**config.mk**
```make
export PLATFORM = sky130hd
export DESIGN_NAME = murmur2_hash_engine_top
export DESIGN_NICKNAME = d
export VERILOG_FILES = /design/src/rtl/core/mhe_pkg.sv /design/src/rtl/core/mhe_datapath.sv /design/src/rtl/core/mhe_ctrl.sv /design/src/rtl/core/murmur2_hash_engine_top.sv
export SDC_FILE = /design/constraint.sdc
export NUM_CORES = 1
export LEC_CHECK = 0
export BUFFER_PORTS_ARGS = -buffer_cell sky130_fd_sc_hd__clkbuf_2
export CAP_MARGIN = 10
export CORE_ASPECT_RATIO = 0.6
export CORE_MARGIN = 2
export CORE_UTILIZATION = 45
export DETAILED_ROUTE_END_ITERATION = 16
export HOLD_SLACK_MARGIN = 0.1
export SETUP_SLACK_MARGIN = 0.2
export SLEW_MARGIN = 40
export SYNTH_ARGS = -nofsm -noshare
export SYNTH_HDL_FRONTEND = slang
export SYNTH_SLANG_ARGS = --single-unit
```
**constraint.sdc**
```tcl
create_clock -name i_clk -period 9.1 [get_ports i_clk]
set_input_delay 2.73 -clock i_clk [delete_from_list [all_inputs] [get_ports i_clk]]
set_output_delay 2.73 -clock i_clk [all_outputs]
set_load 0.01 [all_outputs]
```
**src/rtl/core/mhe_pkg.sv**
```systemverilog
// mhe_pkg: shared types and constants for the murmur2 hash engine
// holds the controller/datapath command and status structs and the hash constants
// no dependencies

package mhe_pkg;

    // hash constants
    localparam logic [31:0] MIX_MUL     = 32'h5bd1e995;
    localparam int unsigned MIX_SHIFT   = 24;
    localparam int unsigned FIN_SHIFT_A = 13;
    localparam int unsigned FIN_SHIFT_B = 15;

    // field widths
    localparam int unsigned WORD_W  = 32;
    localparam int unsigned VB_W    = 3;
    localparam int unsigned LEN_W   = 32;
    localparam int unsigned HASH_W  = 32;
    localparam int unsigned IN_TDATA_W  = 72;
    localparam int unsigned OUT_TDATA_W = 32;

    // bit positions in the input tdata
    localparam int unsigned VB_LSB  = WORD_W;
    localparam int unsigned LEN_LSB = WORD_W + VB_W;

    // full word count
    localparam logic [VB_W-1:0] VB_FULL = 3'd4;

    // controller states
    typedef enum logic [2:0] {
        ST_IDLE,
        ST_K1,
        ST_K2,
        ST_HMIX,
        ST_TAIL,
        ST_FIN,
        ST_DONE
    } t_state;

    // datapath operations, one multiply each except OP_NONE
    typedef enum logic [2:0] {
        OP_NONE,
        OP_K1,
        OP_K2,
        OP_HMIX,
        OP_TAIL,
        OP_FIN
    } t_op;

    // how an incoming word is handled
    typedef enum logic [1:0] {
        KIND_FULL,
        KIND_TAIL,
        KIND_EMPTY
    } t_kind;

    typedef struct packed {
        logic  load;
        t_op   op;
        logic  out_load;
    } t_cmd;

    typedef struct packed {
        t_kind in_kind;
        logic  last;
    } t_status;

endpackage

```
**src/rtl/core/mhe_datapath.sv**
```systemverilog
// mhe_datapath: hash registers, seed register and the shared constant multiplier
// executes one operation per cycle as commanded by mhe_ctrl
// depends on mhe_pkg

module mhe_datapath (
    input  logic                          i_clk,
    input  logic                          i_rst_n,
    input  mhe_pkg::t_cmd                 i_cmd,
    output mhe_pkg::t_status              o_status,
    input  logic                          i_seed_we,
    input  logic [31:0]                   i_seed,
    input  logic [mhe_pkg::WORD_W-1:0]    i_data_word,
    input  logic [mhe_pkg::VB_W-1:0]      i_valid_bytes,
    input  logic                          i_last,
    input  logic [mhe_pkg::LEN_W-1:0]     i_message_length,
    output logic [mhe_pkg::HASH_W-1:0]    o_hash
);

    logic [31:0] r_seed;
    logic        r_mid;
    logic        r_last;
    logic [31:0] r_w;
    logic [31:0] r_k;
    logic [31:0] r_h;
    logic [31:0] r_hash;

    logic [31:0]   mul_a;
    logic [31:0]   prod;
    logic [31:0]   base_h;
    logic [31:0]   tail_mask;
    mhe_pkg::t_kind in_kind;

    // classify the incoming word and build the tail byte mask
    always_comb begin
        tail_mask = 32'h0;
        if (!i_last || i_valid_bytes >= mhe_pkg::VB_FULL) begin
            in_kind = mhe_pkg::KIND_FULL;
        end else if (i_valid_bytes == 3'd0) begin
            in_kind = mhe_pkg::KIND_EMPTY;
        end else begin
            in_kind = mhe_pkg::KIND_TAIL;
            case (i_valid_bytes)
                3'd1:    tail_mask = 32'h0000_00ff;
                3'd2:    tail_mask = 32'h0000_ffff;
                default: tail_mask = 32'h00ff_ffff;
            endcase
        end
    end

    // start value: seed and length on the first word, running hash after that
    assign base_h = r_mid ? r_h : (r_seed ^ i_message_length);

    // shared multiplier operand select
    always_comb begin
        case (i_cmd.op)
            mhe_pkg::OP_K1:  mul_a = r_w;
            mhe_pkg::OP_K2:  mul_a = r_k ^ (r_k >> mhe_pkg::MIX_SHIFT);
            mhe_pkg::OP_FIN: mul_a = r_h ^ (r_h >> mhe_pkg::FIN_SHIFT_A);
            default:         mul_a = r_h;
        endcase
    end

    assign prod = mul_a * mhe_pkg::MIX_MUL;

    // control-side state
    always_ff @(posedge i_clk) begin
        if (!i_rst_n) begin
            r_seed <= 32'h0;
            r_mid  <= 1'b0;
        end else begin
            if (i_seed_we) begin
                r_seed <= i_seed;
            end
            if (i_cmd.load) begin
                r_mid <= !i_last;
            end
        end
    end

    // hash working registers
    always_ff @(posedge i_clk) begin
        if (i_cmd.load) begin
            r_w    <= i_data_word;
            r_last <= i_last;
            r_h    <= base_h ^ (i_data_word & tail_mask);
        end
        case (i_cmd.op)
            mhe_pkg::OP_K1,
            mhe_pkg::OP_K2:   r_k <= prod;
            mhe_pkg::OP_HMIX: r_h <= prod ^ r_k;
            mhe_pkg::OP_TAIL,
            mhe_pkg::OP_FIN:  r_h <= prod;
            default: ;
        endcase
        if (i_cmd.out_load) begin
            r_hash <= r_h ^ (r_h >> mhe_pkg::FIN_SHIFT_B);
        end
    end

    assign o_status.in_kind = in_kind;
    assign o_status.last    = r_last;
    assign o_hash           = r_hash;

endmodule

```
**src/rtl/core/mhe_ctrl.sv**
```systemverilog
// mhe_ctrl: sequencer for the murmur2 hash engine
// steps one word through the shared multiplier and owns the output valid flag
// depends on mhe_pkg

module mhe_ctrl (
    input  logic              i_clk,
    input  logic              i_rst_n,
    input  logic              i_in_valid,
    output logic              o_in_ready,
    output logic              o_out_valid,
    input  logic              i_out_ready,
    input  mhe_pkg::t_status  i_status,
    output mhe_pkg::t_cmd     o_cmd
);

    mhe_pkg::t_state r_state;
    mhe_pkg::t_state n_state;
    logic            r_out_valid;
    logic            n_out_valid;
    logic            accept;

    assign o_in_ready = (r_state == mhe_pkg::ST_IDLE);
    assign accept     = i_in_valid && o_in_ready;

    // state register
    always_ff @(posedge i_clk) begin
        if (!i_rst_n) begin
            r_state     <= mhe_pkg::ST_IDLE;
            r_out_valid <= 1'b0;
        end else begin
            r_state     <= n_state;
            r_out_valid <= n_out_valid;
        end
    end

    // next state and commands
    always_comb begin
        n_state        = r_state;
        o_cmd.load     = 1'b0;
        o_cmd.op       = mhe_pkg::OP_NONE;
        o_cmd.out_load = 1'b0;
        case (r_state)
            mhe_pkg::ST_IDLE: begin
                if (accept) begin
                    o_cmd.load = 1'b1;
                    case (i_status.in_kind)
                        mhe_pkg::KIND_FULL:  n_state = mhe_pkg::ST_K1;
                        mhe_pkg::KIND_TAIL:  n_state = mhe_pkg::ST_TAIL;
                        default:             n_state = mhe_pkg::ST_FIN;
                    endcase
                end
            end
            mhe_pkg::ST_K1: begin
                o_cmd.op = mhe_pkg::OP_K1;
                n_state  = mhe_pkg::ST_K2;
            end
            mhe_pkg::ST_K2: begin
                o_cmd.op = mhe_pkg::OP_K2;
                n_state  = mhe_pkg::ST_HMIX;
            end
            mhe_pkg::ST_HMIX: begin
                o_cmd.op = mhe_pkg::OP_HMIX;
                n_state  = i_status.last ? mhe_pkg::ST_FIN : mhe_pkg::ST_IDLE;
            end
            mhe_pkg::ST_TAIL: begin
                o_cmd.op = mhe_pkg::OP_TAIL;
                n_state  = mhe_pkg::ST_FIN;
            end
            mhe_pkg::ST_FIN: begin
                o_cmd.op = mhe_pkg::OP_FIN;
                n_state  = mhe_pkg::ST_DONE;
            end
            mhe_pkg::ST_DONE: begin
                if (!r_out_valid || i_out_ready) begin
                    o_cmd.out_load = 1'b1;
                    n_state        = mhe_pkg::ST_IDLE;
                end
            end
            default: n_state = mhe_pkg::ST_IDLE;
        endcase
    end

    // output valid: set on load, cleared when the result transfer completes
    always_comb begin
        if (o_cmd.out_load) begin
            n_out_valid = 1'b1;
        end else if (r_out_valid && i_out_ready) begin
            n_out_valid = 1'b0;
        end else begin
            n_out_valid = r_out_valid;
        end
    end

    assign o_out_valid = r_out_valid;

    // a full word always starts the key multiply next
    a_full_starts_k1: assert property (@(posedge i_clk) disable iff (!i_rst_n)
        accept && i_status.in_kind == mhe_pkg::KIND_FULL |=> r_state == mhe_pkg::ST_K1)
        else $error("full word did not enter key multiply");

    // finalization never overlaps with taking a new word
    a_fin_blocks_input: assert property (@(posedge i_clk) disable iff (!i_rst_n)
        r_state == mhe_pkg::ST_FIN |=> r_state == mhe_pkg::ST_DONE && !o_in_ready)
        else $error("input taken during finalization");

    // a loaded result is presented on the next cycle
    a_load_sets_valid: assert property (@(posedge i_clk) disable iff (!i_rst_n)
        o_cmd.out_load |=> r_out_valid)
        else $error("result loaded but not presented");

    // a non-last full word returns to idle after mixing
    a_mid_returns_idle: assert property (@(posedge i_clk) disable iff (!i_rst_n)
        r_state == mhe_pkg::ST_HMIX && !i_status.last |=> o_in_ready && !o_cmd.out_load)
        else $error("mid-message word did not return to idle");

endmodule

```
**src/rtl/core/murmur2_hash_engine_top.sv**
```systemverilog
// murmur2_hash_engine_top: streaming 32-bit MurmurHash2 engine
// Takes a message as 32-bit little-endian words and returns one hash per message on the
// result stream. The first word of a message starts the hash from seed XOR message_length;
// message_length is ignored on later words and valid_bytes is read only on the last word.
// All mixing goes through one shared 32x32 constant multiplier, one multiply per cycle.
// Each word starts with accept; a full word then takes key multiply, key remix and hash
// multiply, a tail word of 1 to 3 bytes a tail multiply, and a last word ends with
// finalization and a result load that waits for the result register to drain. The result
// register lets the next message start while a hash waits to be taken. The seed may be
// written at any time the engine is idle and applies from the next message start.
// depends on mhe_pkg, mhe_ctrl, mhe_datapath

module murmur2_hash_engine_top (
    input  logic        i_clk,
    input  logic        i_rst_n,
    // seed register write
    input  logic        i_cfg_valid,
    output logic        o_cfg_ready,
    input  logic [31:0] i_cfg_data,
    // message word stream
    input  logic        s_axis_tvalid,
    output logic        s_axis_tready,
    // [31:0] data_word, [34:32] valid_bytes, [66:35] message_length, [71:67] zero
    input  logic [mhe_pkg::IN_TDATA_W-1:0]  s_axis_tdata,
    input  logic        s_axis_tlast,
    // hash result stream
    output logic        m_axis_tvalid,
    input  logic        m_axis_tready,
    // [31:0] hash
    output logic [mhe_pkg::OUT_TDATA_W-1:0] m_axis_tdata
);

    mhe_pkg::t_cmd    cmd;
    mhe_pkg::t_status status;
    logic [mhe_pkg::HASH_W-1:0] hash;

    assign o_cfg_ready = 1'b1;

    mhe_ctrl u_ctrl (
        .i_clk       (i_clk),
        .i_rst_n     (i_rst_n),
        .i_in_valid  (s_axis_tvalid),
        .o_in_ready  (s_axis_tready),
        .o_out_valid (m_axis_tvalid),
        .i_out_ready (m_axis_tready),
        .i_status    (status),
        .o_cmd       (cmd)
    );

    mhe_datapath u_datapath (
        .i_clk            (i_clk),
        .i_rst_n          (i_rst_n),
        .i_cmd            (cmd),
        .o_status         (status),
        .i_seed_we        (i_cfg_valid && o_cfg_ready),
        .i_seed           (i_cfg_data),
        .i_data_word      (s_axis_tdata[mhe_pkg::WORD_W-1:0]),
        .i_valid_bytes    (s_axis_tdata[mhe_pkg::VB_LSB +: mhe_pkg::VB_W]),
        .i_last           (s_axis_tlast),
        .i_message_length (s_axis_tdata[mhe_pkg::LEN_LSB +: mhe_pkg::LEN_W]),
        .o_hash           (hash)
    );

    assign m_axis_tdata = hash;

endmodule
```
==> results of run 1 <==
## per-layer routing
metal  global-route usage (%)  up-vias  wire length, µm  part of all wire, %
met3                     8.98       44             5930                   12
met5                     3.14        -                0                    0
li1                         -     5814                -                    -
met4                     4.43        0              616                  1.2
met1                     39.8     6093            24400                   48
met2                     34.9      513            19500                   39
## logic make-up after synthesis
kind of cell / count (synthesis) / synth area share, %
other: 1 / 0.0218
flip-flops: 166 / 26.8
AO/OA/AOI/OAI: 246 / 9.76
adder cells (fa/ha/maj): 396 / 36.7
multiplexers: 33 / 1.92
XOR/XNOR: 147 / 7.88
AND/OR/NAND/NOR: 260 / 7.45
buffers and inverters: 431 / 9.47
## Yosys cell counts (9+ instances only)
master / instances / share of area [%]
sky130_fd_sc_hd__a221o_1: 15 / 0.87
sky130_fd_sc_hd__o21ai_0: 62 / 1.8
sky130_fd_sc_hd__edfxtp_1: 129 / 23
sky130_fd_sc_hd__a21o_1: 19 / 0.83
sky130_fd_sc_hd__nand3_1: 27 / 0.79
sky130_fd_sc_hd__nand2_1: 103 / 2.2
sky130_fd_sc_hd__clkbuf_1: 35 / 0.76
sky130_fd_sc_hd__dfxtp_1: 37 / 4.3
sky130_fd_sc_hd__fa_1: 181 / 21
sky130_fd_sc_hd__xor2_1: 38 / 1.9
sky130_fd_sc_hd__nor2_1: 41 / 0.89
sky130_fd_sc_hd__a22oi_1: 33 / 1.4
sky130_fd_sc_hd__ha_1: 215 / 16
sky130_fd_sc_hd__a21oi_1: 40 / 1.2
sky130_fd_sc_hd__xnor2_1: 104 / 5.3
sky130_fd_sc_hd__and2_1: 9 / 0.33
sky130_fd_sc_hd__nor2b_1: 37 / 1.3
sky130_fd_sc_hd__inv_1: 381 / 8.3
sky130_fd_sc_hd__mux2i_1: 33 / 1.9
## worst min-delay path by stage
stage	startpoint	end	slack, ns	cells after the start
final	u_datapath.r_seed[28]$_SDFFE_PN0P_	u_datapath.r_seed[28]$_SDFFE_PN0P_	0.54	2
after detailed placement	u_datapath.r_seed[2]$_SDFFE_PN0P_	u_datapath.r_seed[2]$_SDFFE_PN0P_	0.53	2
after global placement	u_datapath.r_seed[3]$_SDFFE_PN0P_	u_datapath.r_seed[3]$_SDFFE_PN0P_	0.52	2
after global routing	u_datapath.r_seed[16]$_SDFFE_PN0P_	u_datapath.r_seed[16]$_SDFFE_PN0P_	0.56	2
after CTS	u_datapath.r_seed[2]$_SDFFE_PN0P_	u_datapath.r_seed[2]$_SDFFE_PN0P_	0.54	2
after floorplan	u_datapath.r_h[26]$_DFFE_PP_	u_datapath.o_hash[26]$_DFFE_PP_	0.49	0
## critical path: cells and delay by family, from the launching register on
| kind | cells | cell delay, ns |
|---|---|---|
| adders and majority gates | 9 | 3.91 |
| AOI/OAI and AO/OA | 11 | 2.53 |
| and+or+nand+nor | 3 | 0.57 |
| buffers and inverters | 6 | 0.55 |
| DFF | 1 | 0.49 |
## metrics by stage
stage / setup slack [ns] / hold WS [ns] / cell area, µm² / instances / utilization [%]
floorplan: 1.16 / 0.492 / 17200 / 1680 / -
global placement: 0.847 / 0.519 / 18800 / 2335 / 49.8
detailed placement: 0.653 / 0.530 / 18800 / 2335 / 49.8
CTS: 0.648 / 0.540 / 19400 / 2367 / 51.5
global route: 0.333 / 0.560 / 19400 / 2367 / 51.5
finish: 0.754 / 0.538 / 19400 / 2368 / 51.5
## final cells by class
class                      count  area share (%)
tap                          513            3.30
clock inverter                 7           0.393
clock buffer                  25            2.92
antenna                        1          0.0129
sequential                   166            23.8
timing repair buffer         190            5.70
inverter                     383            7.40
multi-input combinational   1083            56.5
## state kept, by name, indices dropped and copies added (netlist names)
name and flops:
u_datapath.o_hash 32, u_datapath.r_h 32, u_datapath.r_k 32, u_datapath.r_seed 32, u_datapath.r_w 32, u_ctrl.r_state 3
u_ctrl.o_out_valid 1, u_datapath.r_last 1, u_datapath.r_mid 1
==> qor.csv, run 1 <==
metric,value,unit
buffers inserted during post-CTS setup optimization,0,
Routed Antenna Nets,0,
startpoint of the worst register-to-register path,u_ctrl.r_state[1]$_SDFFE_PN0P_,
termination of the worst setup path,u_datapath.r_h[30]$_DFFE_PP_,
type of the worst setup path,flop to flop,
shortest period the worst path allows,8.35,ns
hold_buf cts,0,
relative slew slack,42.4,%
Mean Syn Cell Area,10.2,µm²
number of vias after detailed routing,12500,
fraction of layout cells with a size suffix above 1,13.1,%
"commonest non-fill, non-tap cells in the layout","sky130_fd_sc_hd__inv_1, sky130_fd_sc_hd__ha_1, sky130_fd_sc_hd__fa_1, sky130_fd_sc_hd__clkbuf_2, sky130_fd_sc_hd__edfxtp_1",
data required time of the worst path,9.29,ns
Reg2Reg Depth,29,
multi-input combinational cell area,0.0110,mm²
area of the placeable core,0.0377,mm²
Routability Congestion,0.922,
grt total ovfl,0,
number of warning messages in the yosys log,0,
number of filler cells placed in the layout,3496,
worst clock skew on the final layout,0.0102,ns
relative area change from synthesis to final layout,13.0,%
endpoints failing hold,0,
start point of the critical path,u_ctrl.r_state[1]$_SDFFE_PN0P_,
kind of start point of the critical path,flop,
H-tree Lvls,4,
gate count after technology mapping,1680,
number of flops mapped to enable cells by yosys,129,
TritonCTS sink count,166,
"leading cell type in the layout, fill and taps excluded",sky130_fd_sc_hd__inv_1,
deepest clock path buffer count,2,
largest fanout on the critical path,10,
pin count of the biggest net entering global routing,53,
Critical Path Sink Type,flop,
vias in the first global route,12500,
half-perimeter wire length after placement,41500,µm
final count of negative-setup-slack endpoints,0,
share of the yosys chip area belonging to registers,26.8,%
Total Routed Length,50500,µm
Avg WL per Cell,21.3,µm
initial cell density of the core,45.6,%
total number of placement rows,55,
width of the die,256,µm
Root Buffer Master,sky130_fd_sc_hd__clkbuf_16,
arrival time worst endpoint,8.54,ns
slew at the pin with the worst max-slew slack,0.863,ns
synthesized cell area,0.0172,mm²
number of buffers inserted during clock tree synthesis,17,
DR iter-0 viols,1109,
setup TNS after final layout,0,ns
Chip Height,155,µm
global-route total usage across every layer,25.9,%
max-cap violation count,0,
ratio of final minimum period to clock period,91.7,%
Die Outline Area,0.0399,mm²
type of the worst min-delay path,flop to flop,
antenna violations before repair,0,
wire length of the first global-routing pass,76300,µm
fraction of registers with async set or reset after synthesis,0,%
Sequential Area,0.00462,mm²
boundary pin count,145,
Resize count post-CTS,0,
cell type with the highest occurrence count on the critical path,sky130_fd_sc_hd__fa_1,
Detailed Routing Iterations Pass 1,5,
nets in the synthesized netlist,2186,
max-slew violation total from the final report,0,
final routed DRC violation total,0,
cell with the largest stage delay on the worst path,sky130_fd_sc_hd__fa_1,
Reg2Reg Capture Point,u_datapath.r_h[30]$_DFFE_PP_,
Skew-Pair Late Insertion Delay,0.44,ns
clock tree from TritonCTS,built,
number of distinct library cells after synthesis,69,
register-to-register setup slack,0.75,ns
Avg Vias per Cell,5.26,
clock transition at the register clock pins on the worst setup and hold paths after CTS,0.07,ns
peak clock frequency supported by timing,0.120,GHz
"Top FF cell, synth",sky130_fd_sc_hd__edfxtp_1,
Seq cells post-synth,166,
layout net count,2347,
outcome,completed,
maximum cell stage delay along the critical path,0.52,ns
number of input and output port buffers inserted,138,
setup repair after global routing missed its margin,no,
Power of run 1 is not shown: default switching activity piles up to over one toggle a cycle in this logic, so the estimate is an artifact.
==> run 2, diff against run 1 <==
- CORE_UTILIZATION: 45 -> 53
- PLACE_DENSITY: unset -> 0.72
- clock period: 9.1 -> 7.7 ns (I/O delays scaled with it)
==> qor.csv, run 2 (same netlist as run 1, synthesis figures left out) <==
metric,value,unit
type of the worst setup path,flop to flop,
deepest clock path buffer count,2,
number of filler cells placed in the layout,2340,
layout net count,2552,
Detailed Routing Iterations Pass 1,6,
Chip Height,144,µm
shortest period the worst path allows,7.71,ns
initial cell density of the core,53.4,%
ratio of final minimum period to clock period,100,%
cell with the largest stage delay on the worst path,sky130_fd_sc_hd__fa_2,
Die Outline Area,0.0340,mm²
outcome,finished with violations,
violations in the final reports,setup timing,
setup TNS after final layout,-0.0127,ns
grt total ovfl,0,
Routability Congestion,0.989,
boundary pin count,145,
fraction of layout cells with a size suffix above 1,29.3,%
wire length of the first global-routing pass,80600,µm
global-route total usage across every layer,32.1,%
relative area change from synthesis to final layout,27.7,%
data required time of the worst path,7.89,ns
worst clock skew on the final layout,0.0126,ns
final routed DRC violation total,0,
DR iter-0 viols,1692,
pin count of the biggest net entering global routing,53,
final hold slack,0.542,ns
H-tree Lvls,4,
endpoints failing hold,0,
clock transition at the register clock pins on the worst setup and hold paths after CTS,0.07,ns
TritonCTS sink count,166,
number of input and output port buffers inserted,138,
Routed Antenna Nets,0,
half-perimeter wire length after placement,43200,µm
final setup slack of the worst path,-0.0127,ns
arrival time worst endpoint,7.90,ns
ANT cells,0,
slew at the pin with the worst max-slew slack,0.828,ns
peak clock frequency supported by timing,0.130,GHz
largest fanout on the critical path,7,
number of buffers inserted during clock tree synthesis,17,
clock tree from TritonCTS,built,
antenna violations before repair,1,
vias in the first global route,13900,
"leading cell type in the layout, fill and taps excluded",sky130_fd_sc_hd__inv_1,
kind of start point of the critical path,flop,
type of the worst min-delay path,flop to flop,
hold_buf cts,0,
setup repair after global routing missed its margin,yes,
share of the core filled with cells,68.2,%
Total Routed Length,54800,µm
width of the die,237,µm
Skew-Pair Late Insertion Delay,0.44,ns
Root Buffer Master,sky130_fd_sc_hd__clkbuf_16,
"commonest non-fill, non-tap cells in the layout","sky130_fd_sc_hd__inv_1, sky130_fd_sc_hd__buf_4, sky130_fd_sc_hd__ha_1, sky130_fd_sc_hd__fa_1, sky130_fd_sc_hd__clkbuf_2",
final count of negative-setup-slack endpoints,1,
maximum cell stage delay along the critical path,0.58,ns
max-cap violation count,0,
relative slew slack,44.8,%
Avg WL per Cell,22.1,µm
final instance area,0.0220,mm²
area post-placement,0.0197,mm²
max-slew violation total from the final report,0,
Avg Vias per Cell,5.60,
area of the placeable core,0.0322,mm²
Critical Path Sink Type,flop,
number of vias after detailed routing,13900,
total number of placement rows,51,
[run 2: cell types whose count changed in the layout (fill, tap and decap cells not counted), sizes merged, moves of 2 or more]
| cell | change |
|---|---|
| inv | +7 |
| bufinv | +2 |
| clkbuf | -8 |
| clkinv | -2 |
| buf | +205 |
[run 2: through the flow]
step,std cells,worst slack [ns]
after floorplan,1680,0.200
after global routing,2483,-0.232
after detailed placement,2374,-0.444
after CTS,2439,0.0702
final,2483,-0.0127
after global placement,2374,-0.334
[run 2: area by class of cell]
| class | instances | area, µm² | area share, % |
|---|---|---|---|
| Clock buffer | 17 | 425 | 1.94 |
| Clock inverter | 15 | 211 | 0.962 |
| Inverter | 383 | 1440 | 6.55 |
| Multi-Input combinational cell | 1083 | 11900 | 54.1 |
| Sequential cell | 166 | 4630 | 21.0 |
| Tap cell | 424 | 531 | 2.41 |
| Timing Repair Buffer | 395 | 2860 | 13.0 |
[run 2: metal layers]
layer,GRT usage [%],up-vias,wire length (µm)
met3,11.3,72,7090
met1,47.4,6871,24100
met4,4.86,2,796
li1,-,6230,-
met2,46.1,732,22800
met5,0,-,12
[run 2: what timing repair did]
action / 4_1_cts / 5_1_grt
setup buffers: 33 / 44
resized for setup: 98 / 150
pin swaps: 53 / 88
endpoints found under the setup margin: 26 / 27
[run 2: final timing paths]
path | from | to | slack, ns | cells after the start
worst max-delay path | u_ctrl.r_state[0]$_SDFFE_PN0P_ | u_datapath.r_h[30]$_DFFE_PP_ | -0.01 | 31
worst min-delay path | u_datapath.r_seed[10]$_SDFFE_PN0P_ | u_datapath.r_seed[10]$_SDFFE_PN0P_ | 0.54 | 2
worst max register to register | u_ctrl.r_state[0]$_SDFFE_PN0P_ | u_datapath.r_h[30]$_DFFE_PP_ | -0.01 | 31
worst min register to register | u_datapath.r_seed[10]$_SDFFE_PN0P_ | u_datapath.r_seed[10]$_SDFFE_PN0P_ | 0.54 | 2
[run 2: worst max-delay path: cells and delay by family (launching register included)]
kind | cells | cell delay, ns
buffers and inverters | 9 | 0.91
adder cells (fa/ha/maj) | 9 | 3.79
AO/OA/AOI/OAI | 9 | 1.83
flip-flops | 1 | 0.36
AND/OR/NAND/NOR | 4 | 0.60
Power of run 2 is left out for the same reason.
==> run 3, diff against run 2 <==
- ABC_AREA: unset -> 1
- CORE_UTILIZATION: 53 -> 50
- PLACE_DENSITY: 0.72 -> 0.68
- SYNTH_HIERARCHICAL: unset -> 1
==> qor.csv, run 3 <==
metric,value,unit
Routability Congestion,1.00,
Placed Cells,2748,
Mean Syn Cell Area,8.93,µm²
Chip Height,150,µm
worst clock skew on the final layout,0.00933,ns
leading area contributor after synthesis,sky130_fd_sc_hd__edfxtp_1,
fraction of layout cells with a size suffix above 1,28.6,%
portion of synthesized cell area occupied by the leading cell type,21.8,%
arrival time worst endpoint,7.85,ns
Area contributors post-synth,"sky130_fd_sc_hd__edfxtp_1, sky130_fd_sc_hd__fa_1, sky130_fd_sc_hd__ha_1",
endpoints failing hold,0,
slew at the pin with the worst max-slew slack,0.803,ns
setup TNS after final layout,0,ns
Skew-Pair Late Insertion Delay,0.44,ns
met3 Usage GRT,9.45,%
Reg2Reg Capture Point,u_datapath/r_h[31]$_DFFE_PP_,
hold_buf cts,0,
met2 capacity usage during global routing,44.2,%
ratio of final minimum period to clock period,99.6,%
outcome,completed,
Non-Filler Instances,2819,
kind of start point of the critical path,flop,
share of the yosys chip area belonging to registers,26.0,%
maximum cell stage delay along the critical path,0.54,ns
pin count of the biggest net entering global routing,52,
max-slew violation total from the final report,0,
Die Outline Area,0.0371,mm²
global-route total usage across every layer,31.8,%
cell with the largest stage delay on the worst path,sky130_fd_sc_hd__fa_1,
H-tree Lvls,4,
nets in the synthesized netlist,2495,
relative slew slack,46.1,%
number of warning messages in the yosys log,6,
fraction of registers with async set or reset after synthesis,0,%
most repeated cell in the gate-level netlist after synthesis,sky130_fd_sc_hd__inv_1,
gate count after technology mapping,1989,
type of the worst setup path,flop to flop,
number of cells on the worst hold path,2,
clock transition at the register clock pins on the worst setup and hold paths after CTS,0.07,ns
met1 track demand over resource in global routing,49.1,%
ANT cells,0,
half-perimeter wire length after placement,47200,µm
TritonCTS sink count,166,
"Top FF cell, synth",sky130_fd_sc_hd__edfxtp_1,
Seq cells post-synth,166,
antenna violations before repair,1,
Routed Antenna Nets,0,
busiest grt layer,met1,
max-cap violation count,0,
setup repair after global routing missed its margin,yes,
number of input and output port buffers inserted,138,
Worst Hold Launch,u_datapath/r_seed[14]$_SDFFE_PN0P_,
type of the worst min-delay path,flop to flop,
number of buffers inserted during clock tree synthesis,17,
final routed DRC violation total,0,
peak clock frequency supported by timing,0.130,GHz
grt total ovfl,0,
wire length of the first global-routing pass,86500,µm
register-to-register setup slack,0.03,ns
initial cell density of the core,50.7,%
end point of the most critical hold path,u_datapath/r_seed[14]$_SDFFE_PN0P_,
"leading cell type in the layout, fill and taps excluded",sky130_fd_sc_hd__inv_1,
number of vias after detailed routing,15300,
area of the placeable core,0.0350,mm²
relative area change from synthesis to final layout,27.1,%
clock tree from TritonCTS,built,
Avg Vias per Cell,5.43,
vias in the first global route,14900,
area post-placement,0.0204,mm²
most common library cells after synthesis,"sky130_fd_sc_hd__inv_1, sky130_fd_sc_hd__nand2_1, sky130_fd_sc_hd__ha_1, sky130_fd_sc_hd__fa_1, sky130_fd_sc_hd__edfxtp_1",
largest fanout on the critical path,4,
share of the core filled with cells,64.5,%
number of distinct library cells after synthesis,52,
shortest period the worst path allows,7.67,ns
total number of placement rows,53,
number of flops mapped to enable cells by yosys,129,
Critical Path Sink Type,flop,
DR iter-0 viols,1619,
synthesized cell area,0.0178,mm²
Avg WL per Cell,20.5,µm
width of the die,247,µm
startpoint of the worst register-to-register path,u_ctrl/r_state[1]$_SDFFE_PN0P_,
Detailed Routing Iterations Pass 1,11,
Root Buffer Master,sky130_fd_sc_hd__clkbuf_16,
"commonest non-fill, non-tap cells in the layout","sky130_fd_sc_hd__inv_1, sky130_fd_sc_hd__nand2_1, sky130_fd_sc_hd__buf_4, sky130_fd_sc_hd__ha_1, sky130_fd_sc_hd__fa_1",
data required time of the worst path,7.89,ns
Total Routed Length,57800,µm
final instance area,0.0226,mm²
Reg2Reg Depth,36,
layout net count,2845,
final count of negative-setup-slack endpoints,0,
boundary pin count,145,
deepest clock path buffer count,2,
-- run 3: cell type report --
cell class | instances | area [µm²]
inverters | 467 | 1790
repair buffers | 374 | 2690
well taps | 467 | 584
multi-input cells | 1313 | 12300
fillers | 2859 | 12400
flip-flops and latches | 166 | 4620
clock buffers | 21 | 493
clock inverters | 11 | 83.8
-- run 3: worst max path at each step --
stage	end	from	slack, ns
after global routing	u_datapath/r_h[26]$_DFFE_PP_	u_ctrl/r_state[1]$_SDFFE_PN0P_	-0.16
after floorplan	u_datapath/r_h[30]$_DFFE_PP_	u_ctrl/r_state[2]$_SDFFE_PN0P_	0.22
final	u_datapath/r_h[31]$_DFFE_PP_	u_ctrl/r_state[1]$_SDFFE_PN0P_	0.03
after global placement	u_datapath/r_h[27]$_DFFE_PP_	u_ctrl/r_state[2]$_SDFFE_PN0P_	-0.15
after CTS	u_datapath/r_h[31]$_DFFE_PP_	u_ctrl/r_state[1]$_SDFFE_PN0P_	0.14
after detailed placement	u_datapath/r_h[27]$_DFFE_PP_	u_ctrl/r_state[2]$_SDFFE_PN0P_	-0.44
-- run 3: timing repair --
item,4_1_cts,5_1_grt
gates resized for setup,99,188
pin swaps,37,73
gates cloned,0,0
setup buffers,17,22
setup endpoints to repair,23,30
-- run 3: per-layer routing --
metal	vias up	wire length [µm]
met4	0	660
met5	-	0
met3	61	7150
met2	700	23500
met1	7548	26600
li1	6990	-
-- run 3: through the flow --
stage	setup slack, ns	hold slack, ns
6_report	0.0324	0.518
2_1_floorplan	0.220	0.483
5_1_grt	-0.159	0.561
4_1_cts	0.137	0.524
3_5_place_dp	-0.435	0.506
3_3_place_gp	-0.152	0.499
-- run 3: cells by family after synthesis --
group | after synthesis | synth area share [%]
and+or+nand+nor | 597 | 15.0
adders and majority gates | 396 | 35.5
AOI/OAI and AO/OA | 211 | 6.92
other | 1 | 0.0211
buffers and inverters | 510 | 11.2
xor gates and xnor gates | 108 | 5.33
DFF | 166 | 26.0
-- run 3: worst max-delay path: cells and delay by family, from the launching register on --
family | cells | cell delay [ns]
adders and majority gates | 9 | 4.05
and+or+nand+nor | 10 | 1.29
buffers and inverters | 14 | 1.24
AOI/OAI and AO/OA | 3 | 0.46
DFF | 1 | 0.37
Power of run 3 is left out for the same reason.
